## config.mk

```make
export PLATFORM = sky130hd
export DESIGN_NAME = char_lcd_nibble_writer_core
export DESIGN_NICKNAME = d
export VERILOG_FILES = /design/src/hw/rtl/clnw_pkg.sv /design/src/hw/rtl/clnw_dpath.sv /design/src/hw/rtl/clnw_ctrl.sv /design/src/hw/rtl/char_lcd_nibble_writer_core.sv
export VERILOG_INCLUDE_DIRS = /design/src /design/src/hw/rtl
export SDC_FILE = /design/constraint.sdc
export NUM_CORES = 1
export LEC_CHECK = 0
export ABC_AREA = 1
export ABC_CLOCK_PERIOD_IN_PS = 3100
export BUFFER_PORTS_ARGS = -buffer_cell sky130_fd_sc_hd__buf_2
export CAP_MARGIN = 15
export CELL_PAD_IN_SITES_DETAIL_PLACEMENT = 0
export CELL_PAD_IN_SITES_GLOBAL_PLACEMENT = 2
export CORE_MARGIN = 8
export CORE_UTILIZATION = 31
export CTS_CLUSTER_DIAMETER = 50
export DETAILED_ROUTE_END_ITERATION = 7
export GPL_TIMING_DRIVEN = 0
export HOLD_SLACK_MARGIN = 0.03
export PLACE_DENSITY = 0.83
export SYNTH_ARGS = -nofsm -noshare
export SYNTH_HDL_FRONTEND = slang
export SYNTH_HIERARCHICAL = 1
export SYNTH_SLANG_ARGS = --single-unit
export TNS_END_PERCENT = 10
```

## constraint.sdc

```tcl
create_clock -name clk -period 3.1 [get_ports clk]
set_clock_uncertainty 0.15 [all_clocks]
set_input_delay 0.31 -clock clk [delete_from_list [all_inputs] [get_ports clk]]
set_output_delay 0.31 -clock clk [all_outputs]
set_load 0.005 [all_outputs]
```

## src/hw/rtl/assert_macros.svh

```systemverilog
// Assertion macros used by the top-level RTL file of the LCD nibble writer.
`ifndef ASSERT_MACROS_SVH
`define ASSERT_MACROS_SVH

// Check an implication on every rising edge of clk, outside reset.
`define CLNW_ASSERT(lbl, prop, msg) \
	lbl: assert property (@(posedge clk) disable iff (!arst_n) (prop)) else $error(msg);

// Check that a condition never holds on a rising edge of clk, outside reset.
`define CLNW_NEVER(lbl, cond, msg) \
	lbl: assert property (@(posedge clk) disable iff (!arst_n) !(cond)) else $error(msg);

`endif

```

## src/hw/rtl/clnw_pkg.sv

```systemverilog
// Package of the LCD nibble writer: action codes, timing constants, tables, command types.
package clnw_pkg;

	// Action codes carried in the input tuser field
	localparam logic [2:0] ACT_BOOT   = 3'd0;
	localparam logic [2:0] ACT_CMD    = 3'd1;
	localparam logic [2:0] ACT_DATA   = 3'd2;
	localparam logic [2:0] ACT_CLEAR  = 3'd3;
	localparam logic [2:0] ACT_CURSOR = 3'd4;

	// Pin state hold times in microseconds
	localparam logic [14:0] STROBE_US   = 15'd1;
	localparam logic [14:0] BYTE_END_US = 15'd41;
	localparam logic [14:0] POWER_US    = 15'd20000;
	localparam logic [14:0] CLEAR_US    = 15'd2000;
	localparam logic [14:0] CURSOR_US   = 15'd10000;

	localparam logic [7:0] CLEAR_BYTE = 8'h01;
	localparam logic [3:0] BOOT_LAST  = 4'd8;

	// Controller to datapath commands
	typedef struct packed {
		logic capture;
		logic load_idle;
		logic load_byte;
	} clnw_cmd_t;

	// Datapath to controller status
	typedef struct packed {
		logic in_known;
		logic in_boot;
		logic run_done;
	} clnw_stat_t;

	// Display start address of each row
	function automatic logic [7:0] row_base(input logic [1:0] r);
		logic [7:0] b;
		case (r)
			2'd0:    b = 8'h80;
			2'd1:    b = 8'hC0;
			2'd2:    b = 8'h94;
			default: b = 8'hD4;
		endcase
		return b;
	endfunction

	// Command bytes of the power-up sequence
	function automatic logic [7:0] boot_byte(input logic [3:0] i);
		logic [7:0] b;
		case (i)
			4'd0, 4'd1, 4'd2: b = 8'h30;
			4'd3:    b = 8'h20;
			4'd4:    b = 8'h28;
			4'd5:    b = 8'h80;
			4'd6:    b = 8'h0C;
			4'd7:    b = 8'h06;
			default: b = 8'h01;
		endcase
		return b;
	endfunction

	// Extra delay after each power-up byte
	function automatic logic [14:0] boot_extra(input logic [3:0] i);
		logic [14:0] d;
		case (i)
			4'd0:    d = 15'd5000;
			4'd1:    d = 15'd100;
			4'd8:    d = 15'd2000;
			default: d = 15'd40;
		endcase
		return d;
	endfunction

endpackage

```

## src/hw/rtl/clnw_dpath.sv

```systemverilog
// Datapath of the LCD nibble writer: run registers, byte and phase counters, pin state register.
module clnw_dpath import clnw_pkg::*; #(
	parameter int MAX_COLUMN = 20
) (
	input  logic        clk,
	input  logic        arst_n,
	input  clnw_cmd_t   cmd,
	output clnw_stat_t  stat,
	input  logic [2:0]  action,
	input  logic [7:0]  value,
	input  logic [2:0]  row,
	input  logic [4:0]  column,
	output logic        register_select,
	output logic        enable_line,
	output logic [3:0]  nibble,
	output logic [14:0] hold_us,
	output logic        last
);

	localparam logic [5:0] MaxCol = 6'(MAX_COLUMN);

	logic        boot_q;
	logic        rs_run_q;
	logic [7:0]  byte_q;
	logic [14:0] extra_q;
	logic [1:0]  phase_q;
	logic [3:0]  idx_q;

	logic [1:0]  row_idx;
	logic [5:0]  col_c;
	logic [7:0]  cur_addr;
	logic [7:0]  cur_byte;
	logic [14:0] cur_extra;
	logic        byte_last;

	// Decode the incoming action and flag the final pin state of the run
	always_comb begin
		stat.in_known = 1'b1;
		stat.in_boot  = 1'b0;
		case (action)
			ACT_BOOT: stat.in_boot = 1'b1;
			ACT_CMD, ACT_DATA, ACT_CLEAR, ACT_CURSOR: stat.in_known = 1'b1;
			default:  stat.in_known = 1'b0;
		endcase
		stat.run_done = (phase_q == 2'd3) && byte_last;
	end

	// Clamp row and column, form the cursor address
	always_comb begin
		if (row == 3'd0) begin
			row_idx = 2'd0;
		end else if (row > 3'd4) begin
			row_idx = 2'd3;
		end else begin
			row_idx = 2'(row - 3'd1);
		end
		if (column == 5'd0) begin
			col_c = 6'd1;
		end else if ({1'b0, column} > MaxCol) begin
			col_c = MaxCol;
		end else begin
			col_c = {1'b0, column};
		end
		cur_addr = 8'(row_base(row_idx) + {2'b00, col_c} - 8'd1);
	end

	// Capture the run on acceptance
	always_ff @(posedge clk) begin
		if (cmd.capture) begin
			boot_q   <= stat.in_boot;
			rs_run_q <= (action == ACT_DATA);
			case (action)
				ACT_CLEAR: begin
					byte_q  <= CLEAR_BYTE;
					extra_q <= CLEAR_US;
				end
				ACT_CURSOR: begin
					byte_q  <= cur_addr;
					extra_q <= CURSOR_US;
				end
				default: begin
					byte_q  <= value;
					extra_q <= '0;
				end
			endcase
		end
	end

	// Advance phase and byte counters
	always_ff @(posedge clk or negedge arst_n) begin
		if (!arst_n) begin
			phase_q <= '0;
			idx_q   <= '0;
		end else if (cmd.capture) begin
			phase_q <= '0;
			idx_q   <= '0;
		end else if (cmd.load_byte) begin
			phase_q <= phase_q + 2'd1;
			if (phase_q == 2'd3) begin
				idx_q <= idx_q + 4'd1;
			end
		end
	end

	assign cur_byte      = boot_q ? boot_byte(idx_q) : byte_q;
	assign cur_extra     = boot_q ? boot_extra(idx_q) : extra_q;
	assign byte_last     = !boot_q || (idx_q == BOOT_LAST);

	// Load the pin state register
	always_ff @(posedge clk) begin
		if (cmd.load_idle) begin
			register_select <= 1'b0;
			enable_line     <= 1'b0;
			nibble          <= '0;
			hold_us         <= POWER_US;
			last            <= 1'b0;
		end else if (cmd.load_byte) begin
			register_select <= rs_run_q && !boot_q;
			enable_line     <= !phase_q[0];
			nibble          <= phase_q[1] ? cur_byte[3:0] : cur_byte[7:4];
			hold_us         <= (phase_q == 2'd3) ? 15'(BYTE_END_US + cur_extra) : STROBE_US;
			last            <= stat.run_done;
		end
	end

endmodule

```

## src/hw/rtl/clnw_ctrl.sv

```systemverilog
// Controller of the LCD nibble writer: run sequencing and output valid flag.
module clnw_ctrl import clnw_pkg::*; (
	input  logic       clk,
	input  logic       arst_n,
	input  logic       in_valid,
	output logic       in_ready,
	output logic       out_valid,
	input  logic       out_ready,
	input  clnw_stat_t stat,
	output clnw_cmd_t  cmd
);

	typedef enum logic [2:0] {
		ST_IDLE = 3'b001,
		ST_INIT = 3'b010,
		ST_BYTE = 3'b100
	} clnw_state_t;

	clnw_state_t state_q, state_d;
	logic        out_valid_q;
	logic        slot_free;

	assign slot_free = !out_valid_q || out_ready;
	assign in_ready  = (state_q == ST_IDLE);
	assign out_valid = out_valid_q;

	// Step the sequencer
	always_comb begin
		state_d       = state_q;
		cmd.capture   = 1'b0;
		cmd.load_idle = 1'b0;
		cmd.load_byte = 1'b0;
		case (state_q)
			ST_IDLE: begin
				if (in_valid) begin
					cmd.capture = 1'b1;
					if (stat.in_boot) begin
						state_d = ST_INIT;
					end else if (stat.in_known) begin
						state_d = ST_BYTE;
					end
				end
			end
			ST_INIT: begin
				if (slot_free) begin
					cmd.load_idle = 1'b1;
					state_d       = ST_BYTE;
				end
			end
			ST_BYTE: begin
				if (slot_free) begin
					cmd.load_byte = 1'b1;
					if (stat.run_done) begin
						state_d = ST_IDLE;
					end
				end
			end
			default: state_d = ST_IDLE;
		endcase
	end

	// Hold state and output valid
	always_ff @(posedge clk or negedge arst_n) begin
		if (!arst_n) begin
			state_q     <= ST_IDLE;
			out_valid_q <= 1'b0;
		end else begin
			state_q <= state_d;
			if (cmd.load_idle || cmd.load_byte) begin
				out_valid_q <= 1'b1;
			end else if (out_ready) begin
				out_valid_q <= 1'b0;
			end
		end
	end

endmodule

```

## src/hw/rtl/char_lcd_nibble_writer_core.sv

```systemverilog
// Top level of the character LCD writer for a 4-bit parallel interface.
//
//  Channel  | Direction | Carries
//  ---------+-----------+------------------------------------------------
//  s_axis   | in        | one action: code, byte, row, column
//  m_axis   | out       | one pin state: select, enable, nibble, hold, last
//
// One pin state leaves per cycle while m_axis_tready is high; the sequencer
// counts four phases per byte. A byte action gives 4 pin states, the power-up
// action 37 (one idle state and nine bytes). A new item can be taken in the
// cycle after the last pin state of the previous run is loaded. Unknown
// actions are taken and dropped. A low m_axis_tready holds the sequencer.
// Reset clears the sequencer and the output valid flag.
`include "assert_macros.svh"

module char_lcd_nibble_writer_core import clnw_pkg::*; #(
	parameter int MAX_COLUMN = 20
) (
	input  logic        clk,
	input  logic        arst_n,
	input  logic        s_axis_tvalid,
	output logic        s_axis_tready,
	input  logic [15:0] s_axis_tdata,   // value[7:0], row[10:8], column[15:11]
	input  logic [2:0]  s_axis_tuser,   // action[2:0]
	output logic        m_axis_tvalid,
	input  logic        m_axis_tready,
	output logic [23:0] m_axis_tdata,   // enable_line[0], nibble[4:1], hold_us[19:5], zero[23:20]
	output logic        m_axis_tuser,   // register_select[0]
	output logic        m_axis_tlast    // last
);

	clnw_cmd_t   cmd;
	clnw_stat_t  stat;
	logic        enable_line;
	logic [3:0]  nibble;
	logic [14:0] hold_us;

	clnw_ctrl u_ctrl (
		.clk       (clk),
		.arst_n    (arst_n),
		.in_valid  (s_axis_tvalid),
		.in_ready  (s_axis_tready),
		.out_valid (m_axis_tvalid),
		.out_ready (m_axis_tready),
		.stat      (stat),
		.cmd       (cmd)
	);

	clnw_dpath #(
		.MAX_COLUMN (MAX_COLUMN)
	) u_dpath (
		.clk             (clk),
		.arst_n          (arst_n),
		.cmd             (cmd),
		.stat            (stat),
		.action          (s_axis_tuser),
		.value           (s_axis_tdata[7:0]),
		.row             (s_axis_tdata[10:8]),
		.column          (s_axis_tdata[15:11]),
		.register_select (m_axis_tuser),
		.enable_line     (enable_line),
		.nibble          (nibble),
		.hold_us         (hold_us),
		.last            (m_axis_tlast)
	);

	assign m_axis_tdata = {4'b0000, hold_us, nibble, enable_line};

	// A known action starts a run, so no further item is taken next cycle
	`CLNW_ASSERT(a_run_blocks_input, (s_axis_tvalid && s_axis_tready && s_axis_tuser <= ACT_CURSOR) |=> !s_axis_tready, "input taken while a run is in progress")
	// A run always ends on an enable-low state
	`CLNW_NEVER(a_last_enable_low, m_axis_tvalid && m_axis_tlast && m_axis_tdata[0], "last pin state has enable high")
	// Enable-high strobes hold one microsecond
	`CLNW_ASSERT(a_strobe_hold, (m_axis_tvalid && m_axis_tdata[0]) |-> (m_axis_tdata[19:5] == STROBE_US), "enable-high state with wrong hold time")

endmodule
```

# --- After elaboration in Yosys (flattened, before gate mapping) ---
# Memory sizes are Yosys's and may differ from the RTL's.
# Index checks and enable logic that the tools add are counted.
totals:
  romBits: 48
  memories: 1
  inputBits: 23
  ff_bits: 57
  output_inout_bits: 28
  elab_cells: 92
mem_list:
  columns: ["memory", "words", "width", "rd", "rd_clocked_by_memory_dff", "wr", "line_no", "rtl"]
  rows:
  - ["(no name shown)", 8, 6, 1, 0, 0, "clnw_pkg.sv:50", "case (i)"]
op_classes:
  n_lt_le_gt_ge: 2
  addsub: 6
  mux: 34
  n_reduce_logical: 19
  eq_ne: 17
op_table:
  columns: ["cell", "count"]
  rows:
  - ["one-hot mux 13 bit (3 select lines)", 1]
  - ["2-to-1 mux 15 bit", 2]
  - ["one-hot mux 14 bit (2 select lines)", 1]
  - ["one-hot mux 7 bit (3 select lines)", 1]
  - ["2-to-1 mux 3 bit", 6]
  - ["2-to-1 mux 4 bit", 4]
  - ["2-to-1 mux 8 bit", 2]
  - ["one-hot mux 8 bit (2 select lines)", 1]
  - ["adder 6 x 15 -> 15 bit, first input constant", 1]
  - ["== test 3 x 2 -> 1 bit, second input constant", 3]
  - ["2-to-1 mux 1 bit", 9]
  - ["one-hot mux 3 bit (3 select lines)", 1]
  - ["adder 8 x 6 -> 8 bit", 1]
  - ["2-to-1 mux 2 bit", 4]
  - ["subtractor 8 x 1 -> 8 bit, second input constant", 1]
  - ["== test 3 x 1 -> 1 bit, second input constant", 2]
  - ["== test 3 bit, second input constant", 2]
  - ["logical NOT 3 bit", 2]
  - ["2-to-1 mux 6 bit", 1]
  - ["nonzero test 2 bit", 3]
  - ["greater-than comparator 5 bit, second input constant", 1]
  - ["logical NOT 5 bit", 1]
  - ["2-to-1 mux 5 bit", 1]
  - ["AND reduction 5 bit", 1]
  - ["other kinds (18)", 26]

# --- Longest topological paths before layout ---
logic_depth:
  ltp_word: 8
  depth_mapped: 13
  mapped_depth_nobuf: 13

# --- Modules after synthesis ---
# The synthesis kept the hierarchy.
by_module_without_submodules:
  columns: ["mod", "area_each_um2", "instances", "cells_each", "seq_area_each_um2"]
  rows:
  - ["clnw_dpath", 2172.1, 1, 275, 960.9]
  - ["clnw_ctrl", 310.3, 1, 40, 101.3]
  - ["char_lcd_nibble_writer_core", 41.3, 1, 6, 0.0]

# --- Worst setup path after synthesis ---
# No wires, ideal clock.
synth_path:
  path_type: "input-to-reg"
  startpoint: "in s_axis_tdata[8]"
  endpoint: "reg u_dpath.byte_q[7], data pin"
  setup_slack_ns: 0.477
  setup_time_ns: 0.256
  path_buffers: 0
  stages: 13
  t_required_ns: 2.694
  arrival_ns: 2.216
  cell_sequence: "inv_1 -> ha_1 -> maj3_1 -> ha_1 -> inv_1 -> fa_1 -> nand2_1 -> inv_1 -> nand2_1 -> nand2_1 -> inv_1 -> nand3_1 -> a22o_1"
synth_via:
  elab_chain_cells: 8
  word_cells_on_any_way: 12
  classes_between: "add/sub: 3; order compare: 1; eq/ne: 2; mux: 4; reduce/logical: 2"
synth_lines:
  columns: ["element", "line_no", "rtl"]
  rows:
  - ["start, declared", "char_lcd_nibble_writer_core.sv:23", "input logic [15:0] s_axis_tdata,"]
  - ["greater-than comparator 3 bit / subtractor 2 x 1 -> 2 bit (equally long branches)", "clnw_dpath.sv:52, clnw_dpath.sv:55", null]
  - ["2-to-1 mux 2 bit", "clnw_dpath.sv:52", "end else if (row > 3'd4) begin"]
  - ["2-to-1 mux 2 bit (*)", "clnw_dpath.sv:50", "if (row == 3'd0) begin"]
  - ["== test 2 bit, or another cell as far along", "clnw_pkg.sv:38", "case (r)"]
  - ["one-hot mux 7 bit (3 select lines) (*)", "clnw_pkg.sv:38", null]
  - ["adder 8 x 6 -> 8 bit (*)", "clnw_dpath.sv:64", "cur_addr = 8'(row_base(row_idx) + {2'b00, col_c} - 8'd1);"]
  - ["subtractor 8 x 1 -> 8 bit (*)", "clnw_dpath.sv:64", null]
  - ["one-hot mux 8 bit (2 select lines) (*)", "clnw_dpath.sv:72", "case (action)"]
  - ["end signal, assigned", "clnw_dpath.sv:78", "byte_q <= cur_addr;"]
  - ["end signal, assigned", "clnw_dpath.sv:82", "byte_q <= value;"]
  - ["end, declared", "clnw_dpath.sv:24", "logic [7:0] byte_q;"]
# Every way passes the cells marked *; elsewhere a longest branch is shown, timed or not.
# A chain may end at the register's enable or synchronous reset.

# --- Worst setup path in the final report ---
layout_path:
  startpoint: "in s_axis_tdata[8]"
  endpoint: "reg u_dpath.byte_q[5], data pin"
# The elaborated chain is that of the path after synthesis.

==> summary.md <==
| Metric | Value |
|---|---|
| Nets | `between 400 and 500` |
| Die area | `between 10,000 and 15,000 µm²` |
| Largest net degree at the start of global routing | `15` |
| Worst EP arrival | `around 2.5 ns` |
| Core area | `8050 µm²` |
| Die Ht | `around 110 µm` |
| Leakage | `between 1.5 and 2 nW` |
| Startpoint class of the critical path | `input pin` |
| Initial core utilization | `0.313` |
| Io pins | `around 50` |
| 1st-iter DRT viols | `between 50 and 60` |
| Count leader, synth | `nand2_1` |
| Final HPWL DP | `between 4000 and 5000 µm` |
| Most instantiated cells after synthesis | `nand2_1, inv_1, a21oi_1, nor2_1, nand3_1` |
| Placer Congestion | `just over 0.8` |
| Least-Margin Pin Slew | `0.558 ns` |
| CTS H-tree depth | `2` |
| WHS | `~0.13 ns` |
| Cell Area, Placed | `around 2900 µm²` |
| VDD IR-drop max | `~220 µV` |
| Mapped Avg Cell Area | `between 7 and 8 µm²` |
| FP Rows | `33` |
| Post-route antenna net violation count | `0` |
| Status | `complete, no violations` |
| Fmax | `399 MHz` |
| Vias per std cell | `4.50` |
| Relative slew slack | `0.627` |
| First-pass GRT wire length | `roughly 10000 µm` |
| Synth area leaders | `dfxtp_1, edfxtp_1, nand2_1` |
| CTS sink cnt | `44` |
| Top FF cell, synth | `dfxtp_1` |
| Min Tclk post-route | `approximately 2.5 ns` |
| Overall routing resource usage | `0.106` |
| Final instance area | `roughly 3000 µm²` |
| Layout area overhead | `19.8%` |
| Max_cap viols | `0` |
| Reg clk slew, reported paths | `~0.09 ns` |
| Share of cells above drive strength 1 | `0.232` |
| Worst Path Required | `between 3 and 4 ns` |
| Post-route clock period utilization | `0.809` |
| Synth Warn # | `6` |
| Final setup viols | `0` |
| Initial antenna violation count | `0` |
| Largest fanout on the critical path | `3` |
| CTS tree | `done` |
| Yosys reg bits | `between 40 and 50` |
| Number of flops mapped to enable cells by yosys | `13` |
| Share of the synthesized area in the top cell type | `0.167` |
| CTS buffer count | `5` |
| Post-synth ARST share | `0.227` |
| Post-place setup slack | `0.246 ns` |
| Slowest CP cell | `fa_1` |
| Final worst setup slack | `between 0.5 and 0.6 ns` |
| Mapped Area | `2520 µm²` |
| Drt wl/cell | `between 10 and 15 µm` |
| Port buffer count | `45` |
| Root buffer cell | `clkbuf_8` |
| Detailed-route via count | `around 2.2k` |
| Antenna diode count | `0` |
| Cell Pwr Density | `around 710 nW/µm²` |
| Hold Crit Class | `in -> reg` |
| Final hold viol count | `0` |
| CP max stage delay | `approximately 0.44 ns` |
| Setup TNS Final | `0 ns` |
| Synth cell types | `slightly above 40` |
| Vias in the first global route | `2,192` |
| First drt pass iteration count | `4` |
| Residual DRC | `0` |
| Setup crit end kind | `flip-flop` |
| Post-Route WL | `5970 µm` |
| Pins Over Slew Limit | `0` |
| Post-synthesis cell count | `321` |
| CP cell instances | `buf_2 > inv_1 > ha_1 > maj3_1 > ha_1 > inv_1 > fa_1 > nand2_1 > inv_1 > nand2_1 > nand2_1 > o21ai_0 > nand2_1 > o21ai_0` |
| Power Total | `roughly 2.2 mW` |
| Clk_lat worst skew | `around 0.30 ns` |
| Clock Path Buffers | `2` |
| Register area share after synthesis | `0.421` |
| Global route overflow | `0` |
| Worst setup path category | `in -> reg` |
| RSZ-0062 raised after global routing | `false` |
| Die Width | `approximately 110 µm` |
| Cell mode on critical path | `nand2_1` |
| Largest area contributor in the netlist | `dfxtp_1` |
==> state kept, by name, summed over array words and instances, names as in the netlist, 2 cells and up <==
signal,cells
u_dpath/idx_q,4
u_dpath/hold_us,14
u_dpath/phase_q,2
u_dpath/nibble,4
u_ctrl/state_q,3
u_dpath/byte_q,8
u_dpath/extra_q,3
==> final cells by class <==
type,count,area (µm²)
clock inverter,3,42.5
clock buffer,5,68.8
buffer,13,77.6
sequential,44,1060
tap,105,131
multi-input combinational,223,1230
inverter,44,165
timing repair buffer,47,246
fill,904,5030
==> logic make-up after synthesis <==
group,synth area share
AOI/OAI and AO/OA,0.123
and+or+nand+nor,0.270
DFF,0.421
other,0.00298
buffers and inverters,0.0962
adders and majority gates,0.0863
==> layer usage <==
metal / vias to the layer above / global-route usage / share of wire
li1: 1156 / - / -
met1: 974 / 0.125 / 0.47
met2: 41 / 0.182 / 0.46
met3: 5 / 0.0339 / 0.060
met4: 0 / 0.0271 / 0.0096
met5: - / 0 / 0
==> where the power goes <==
group	internal [mW]	switching, mW
combinational	0.342	0.478
clock	0.239	0.203
sequential	0.785	0.102
total	1.37	0.784
==> layout by cell type (no fill, tap or decap), drive strengths merged, types with 13 or more instances in the layout <==
master and count:
nand2 77, buf 58, inv 44, nor2 31, a21oi 26, nand3 26, dfxtp 21, ha 15
o21ai 15, edfxtp 13
==> worst max-delay path: cells and delay by family <==
family                   cells  cell delay (ns)
AO/OA/AOI/OAI                2             0.31
AND/OR/NAND/NOR              4             0.25
buffers and inverters        4             0.23
adder cells (fa/ha/maj)      4             1.39
==> through the flow <==
stage	util	instances
after floorplan	-	324
after global placement	0.359	474
after detailed placement	0.361	475
after CTS	0.376	484
after global routing	0.376	484
final	0.376	484
==> final timing paths <==
check / start / to / depth (start not counted) / slack (ns)
min in group asynchronous: arst_n / u_ctrl/out_valid / 2 / 0.25
max reg2reg: u_dpath/idx_q[1] / u_dpath/hold_us[7] / 12 / 0.93
max in group asynchronous: arst_n / u_ctrl/state_q[0] / 2 / 2.28
min: s_axis_tdata[6] / u_dpath/byte_q[6] / 3 / 0.13
max: s_axis_tdata[8] / u_dpath/byte_q[5] / 14 / 0.59
min reg2reg: u_dpath/hold_us[14] / u_dpath/hold_us[14] / 2 / 0.30
==> what timing repair did <==
item,4_1_cts,5_1_grt
endpoints found under the hold margin,10,0
hold buffers,1,0
setup buffers,0,0
resized for setup,0,0
Power figures use the tool's default switching activity.
